File: src/hw/rtl/ssw_pkg.sv
package ssw_pkg;

  // Letters arrive as a 5-bit index, a=0 through z=25.
  localparam int unsigned LETTER_W = 5;
  localparam int unsigned ALPHA = 26;
  localparam logic [LETTER_W-1:0] LETTER_MAX = 5'd25;

  // Kind of an input word, carried on tuser.
  localparam logic ACT_INSERT = 1'b0;
  localparam logic ACT_QUERY = 1'b1;

  typedef logic [LETTER_W-1:0] letter_t;

  typedef enum logic [1:0] {
    ST_OK = 2'd0,
    ST_FULL = 2'd1,
    ST_LONG = 2'd2
  } status_e;

  // Write strobes for the trie tables.
  typedef struct packed {
    logic link_we;
    logic mark_we;
    logic mark_val;
  } trie_wr_t;

  // Control of the letter history.
  typedef struct packed {
    logic push;
    letter_t letter;
    logic step;
  } hist_ctl_t;

  // Codes above z are saturated to z.
  function automatic letter_t clamp_letter(letter_t v);
    return (v > LETTER_MAX) ? LETTER_MAX : v;
  endfunction

endpackage

File: src/hw/rtl/ssw_hist.sv
module ssw_hist #(
  parameter int unsigned MAX_LEN = 32
) (
  input  logic               clk_i,
  input  logic               rst_ni,
  input  ssw_pkg::hist_ctl_t ctl_i,
  output ssw_pkg::letter_t   letter_o
);
  import ssw_pkg::*;

  localparam int unsigned PW = (MAX_LEN > 1) ? $clog2(MAX_LEN) : 1;

  letter_t       mem [MAX_LEN];
  logic [PW-1:0] wp_q, wp_d;
  logic [PW-1:0] rp_q, rp_d;
  logic [PW-1:0] rd_addr;

  function automatic logic [PW-1:0] ptr_dec(logic [PW-1:0] p);
    return (p == '0) ? PW'(MAX_LEN - 1) : p - 1'b1;
  endfunction

  function automatic logic [PW-1:0] ptr_inc(logic [PW-1:0] p);
    return (p == PW'(MAX_LEN - 1)) ? '0 : p + 1'b1;
  endfunction

  // A push reads the entry behind the new letter, so the walk has its
  // second letter in the cycle after; each step then reads one entry older.
  always_comb begin
    wp_d = wp_q;
    rp_d = rp_q;
    rd_addr = rp_q;
    if (ctl_i.push) begin
      wp_d = ptr_inc(wp_q);
      rp_d = ptr_dec(ptr_dec(wp_q));
      rd_addr = ptr_dec(wp_q);
    end else if (ctl_i.step) begin
      rp_d = ptr_dec(rp_q);
    end
  end

  always_ff @(posedge clk_i or negedge rst_ni) begin
    if (!rst_ni) begin
      wp_q <= '0;
      rp_q <= '0;
    end else begin
      wp_q <= wp_d;
      rp_q <= rp_d;
    end
  end

  always_ff @(posedge clk_i) begin
    if (ctl_i.push) begin
      mem[wp_q] <= ctl_i.letter;
    end
    letter_o <= mem[rd_addr];
  end

endmodule

File: config.mk
export PLATFORM = sky130hd
export DESIGN_NAME = ssw_hist
export DESIGN_NICKNAME = d
export VERILOG_FILES = /design/src/hw/rtl/ssw_pkg.sv /design/src/hw/rtl/ssw_hist.sv
export SDC_FILE = /design/constraint.sdc
export NUM_CORES = 1
export LEC_CHECK = 0
export BUFFER_PORTS_ARGS = -buffer_cell sky130_fd_sc_hd__clkbuf_2
export CORE_UTILIZATION = 30
export CTS_BUF_LIST = sky130_fd_sc_hd__clkbuf_16
export CTS_CLUSTER_DIAMETER = 40
export DETAILED_ROUTE_END_ITERATION = 16
export GPL_ROUTABILITY_DRIVEN = 0
export PLACE_DENSITY = 0.5
export SYNTH_ARGS = -nofsm -noshare
export SYNTH_HDL_FRONTEND = slang
export SYNTH_SLANG_ARGS = --single-unit
File: constraint.sdc
create_clock -name clk_i -period 4.2 [get_ports clk_i]
set_input_delay 0 -clock clk_i [delete_from_list [all_inputs] [get_ports clk_i]]
set_output_delay 0 -clock clk_i [all_outputs]
set_load 0.05 [all_outputs]
==> impl_metrics.yaml <==
status:
  status: "finished clean"
logic_synthesis:
  netlist_top_cells_count: "edfxtp_1, a21oi_1, nand2_1, o21ai_0"
  yosysMostFrequentCell: "edfxtp_1"
  synthCells: 597
  synth_nets: 615
  synth.distinct_cells: 55
  synth_area_leader_cell: "edfxtp_1"
  postSynthAreaPerCell_um2: 13.0
  seq_area_frac_synth: 0.667
  synth_edf_count: 160
  ys_warn_count: 0
  netlist_top_cells_area: "edfxtp_1, a21oi_1, a221oi_1"
  syn_area_um2: 7730
  yosys_register_bits: 175
  async_flop_share: 0.0571
  synth_top_cell_area_share: 0.621
  synthFlopType: "edfxtp_1"
setup_path:
  crit_slowest_cell: "or4b_4"
  arrival_ps: 3960
  setup.worst_path.end: "letter_o[3]$_DFF_P_"
  critPathKind: "flip-flop to flip-flop"
  critPathBufInv: 2
  rr_startpoint: "wp_q[0]$_DFFE_PN0P_"
  worst-path-stages: 9
  r2r_slack_ps: 540
  crit_top_cell: "a211oi_1"
  reg2reg_to: "letter_o[3]$_DFF_P_"
  cp-startpoint: "wp_q[0]$_DFFE_PN0P_"
  startpoint_type: "flip-flop"
  crit_family: "compound AO/OA/AOI/OAI gates"
  setup.worst_path.end_class: "flip-flop"
  critical-path-max-stage-delay_ps: 710
  crit_fanout: 44
  path_cells: "inv_1 -> ha_1 -> or4b_4 -> o2bb2ai_4 -> buf_4 -> a211oi_1 -> a211oi_1 -> o41ai_1 -> o21ai_1"
  required_ps: 4500
  reg2reg_depth: 9
clock_tree:
  clockRootBuffer: "clkbuf_16"
  h-tree-depth: 4
  path_clk_slew_ps: 70
  cts_resized: 0
  clock-sinks: 175
  numCtsBuffers: 17
  clk_path_buf_depth: 2
  tritoncts: "done"
  clock_latency_ps: 440
sta:
  tightest_slew_ps: 1060
  maxSlewViolCount: 0
  fmax_mhz: 273
  setup_viol: 0
  maxSlewHeadroom: 0.293
  hold_slack_ps: 83.9
  hold_viol: 0
  setup-tns-final_ps: 0
  finalWorstSetupSlack_ps: 540
  fin_crit_sh: 0.871
  finalCriticalPeriod_ps: 3660
  rsz0062_at_grt: "no"
  fin_skew_ps: 12.4
global_route:
  grt_antenna_before_repair: 0
  grt_max_degree: 45
  overflow: 0
  grt_pass1_wl_um: 31100
  track_usage: 0.160
  grt_pass1_vias: 5050
power:
  sw_frac_of_total: 0.383
  p_leak_nw: 2.75
  vdd_ir_drop_max_mv: 0.329
  p_clk_frac: 0.271
  power.internal_w: 0.00342
  power_switching_w: 0.00213
  power.density_nw_per_um2: 638
  power_frac_comb: 0.346
  pwr-share-seq: 0.383
routing:
  drt_wl_total_um: 20300
  drt.antenna.violating_nets: 0
  via_count: 5131
  vias_per_cell: 5.44
  drtPass1Iterations: 5
  drc: 0
  drt_iter0_markers: 571
  wire_per_inst_um: 21.6
placement:
  post-place-ws_ps: 554
  portBuffers: 13
  post-dp-hpwl_um: 13300
layout:
  syn_to_final_growth_pct: 12.5
  nets: 618
  final_util: 0.344
  drive_gt1_frac: 0.117
  n_antenna_cell: 0
floorplan:
  die_area_um2: 26400
  die_w_um: 163
  die_h_um: 163
  core_area_um2: 25300
  start_util: 0.306
  core.rowCount: 58
  ioPinCount: 14
worst_hold_path:
  hold_class: "primary input to flip-flop"
flow_run:
  maxCapViolations: 0
kinds of logic (layout without fill, tap and decap cells):
group                    after synthesis  after routing  share of synthesized area
AO/OA/AOI/OAI                        180            180                      0.152
AND/OR/NAND/NOR                      164            164                      0.106
buffers and inverters                 53             69                     0.0333
flip-flops                           175            175                      0.667
adder cells (fa/ha/maj)                9              9                     0.0146
XOR/XNOR                               4              4                    0.00453
multiplexers                          12             12                     0.0228
layer usage:
layer | global-route usage | wire length (um)
met1 | 0.220 | 9430
met2 | 0.259 | 9750
met3 | 0.0285 | 865
met4 | 0.0472 | 286
met5 | 0 | 0
how the worst min path moves through the flow:
stage,from,endpoint,cells after the start
finish,ctl_i[6],rp_q[1]$_DFFE_PN0P_,3
global route,ctl_i[6],rp_q[1]$_DFFE_PN0P_,3
CTS,ctl_i[6],rp_q[0]$_DFFE_PN0P_,4
detailed placement,rst_ni,wp_q[4]$_DFFE_PN0P_,1
global placement,rst_ni,wp_q[4]$_DFFE_PN0P_,1
floorplan,rst_ni,rp_q[0]$_DFFE_PN0P_,0
placed cells by master, fill, tap and decap left out, types with 14 or more instances in the layout:
cell	netlist	layout
edfxtp_1	160	160
a21oi_1	57	57
nand2_1	50	50
o21ai_0	35	35
nor2_1	29	29
a221oi_1	29	29
a211oi_1	28	28
nor4_1	20	20
and2_1	19	19
clkbuf_16	0	17
nor3_1	14	14
timing repair:
action	4_1_cts	5_1_grt
endpoints found under the hold margin	13	0
buffers inserted	0	0
hold buffers	3	0
metrics by stage:
| stage | area [um^2] | power (W) | std cells |
|---|---|---|---|
| after detailed placement | 8120 | 0.00407 | 908 |
| after global placement | 8120 | 0.00404 | 908 |
| final | 8700 | 0.00555 | 943 |
| after global routing | 8700 | 0.00581 | 943 |
| after CTS | 8700 | 0.00556 | 943 |
| after floorplan | 7730 | 0.00347 | 597 |
power by group through the flow:
| stage | Clock (W) | Sequential, W | Combinational [W] |
|---|---|---|---|
| global route | 0.00159 | 0.00214 | 0.00208 |
| finish | 0.00150 | 0.00213 | 0.00192 |
| detailed placement | 0 | 0.00216 | 0.00191 |
| global placement | 0 | 0.00216 | 0.00188 |
| CTS | 0.00152 | 0.00213 | 0.00191 |
| floorplan | 0 | 0.00222 | 0.00126 |
flip-flops by register name (all words and copies together), names as in the netlist:
register,flops
letter_o,5
mem,160
rp_q,5
wp_q,5
final cells by class:
class                           count  area (um^2)
Clock buffer                       17          425
Clock inverter                     15          125
Fill cell                        2471        16600
Inverter                            8         30.0
Multi-Input combinational cell    369         2350
Sequential cell                   175         5150
Tap cell                          330          413
Timing Repair Buffer               29          205
worst min-delay path: cells and delay by family:
family                 cells  cell delay (ps)
buffers and inverters      2              340
AO/OA/AOI/OAI              1              150
Power figures use the tool's default switching activity.
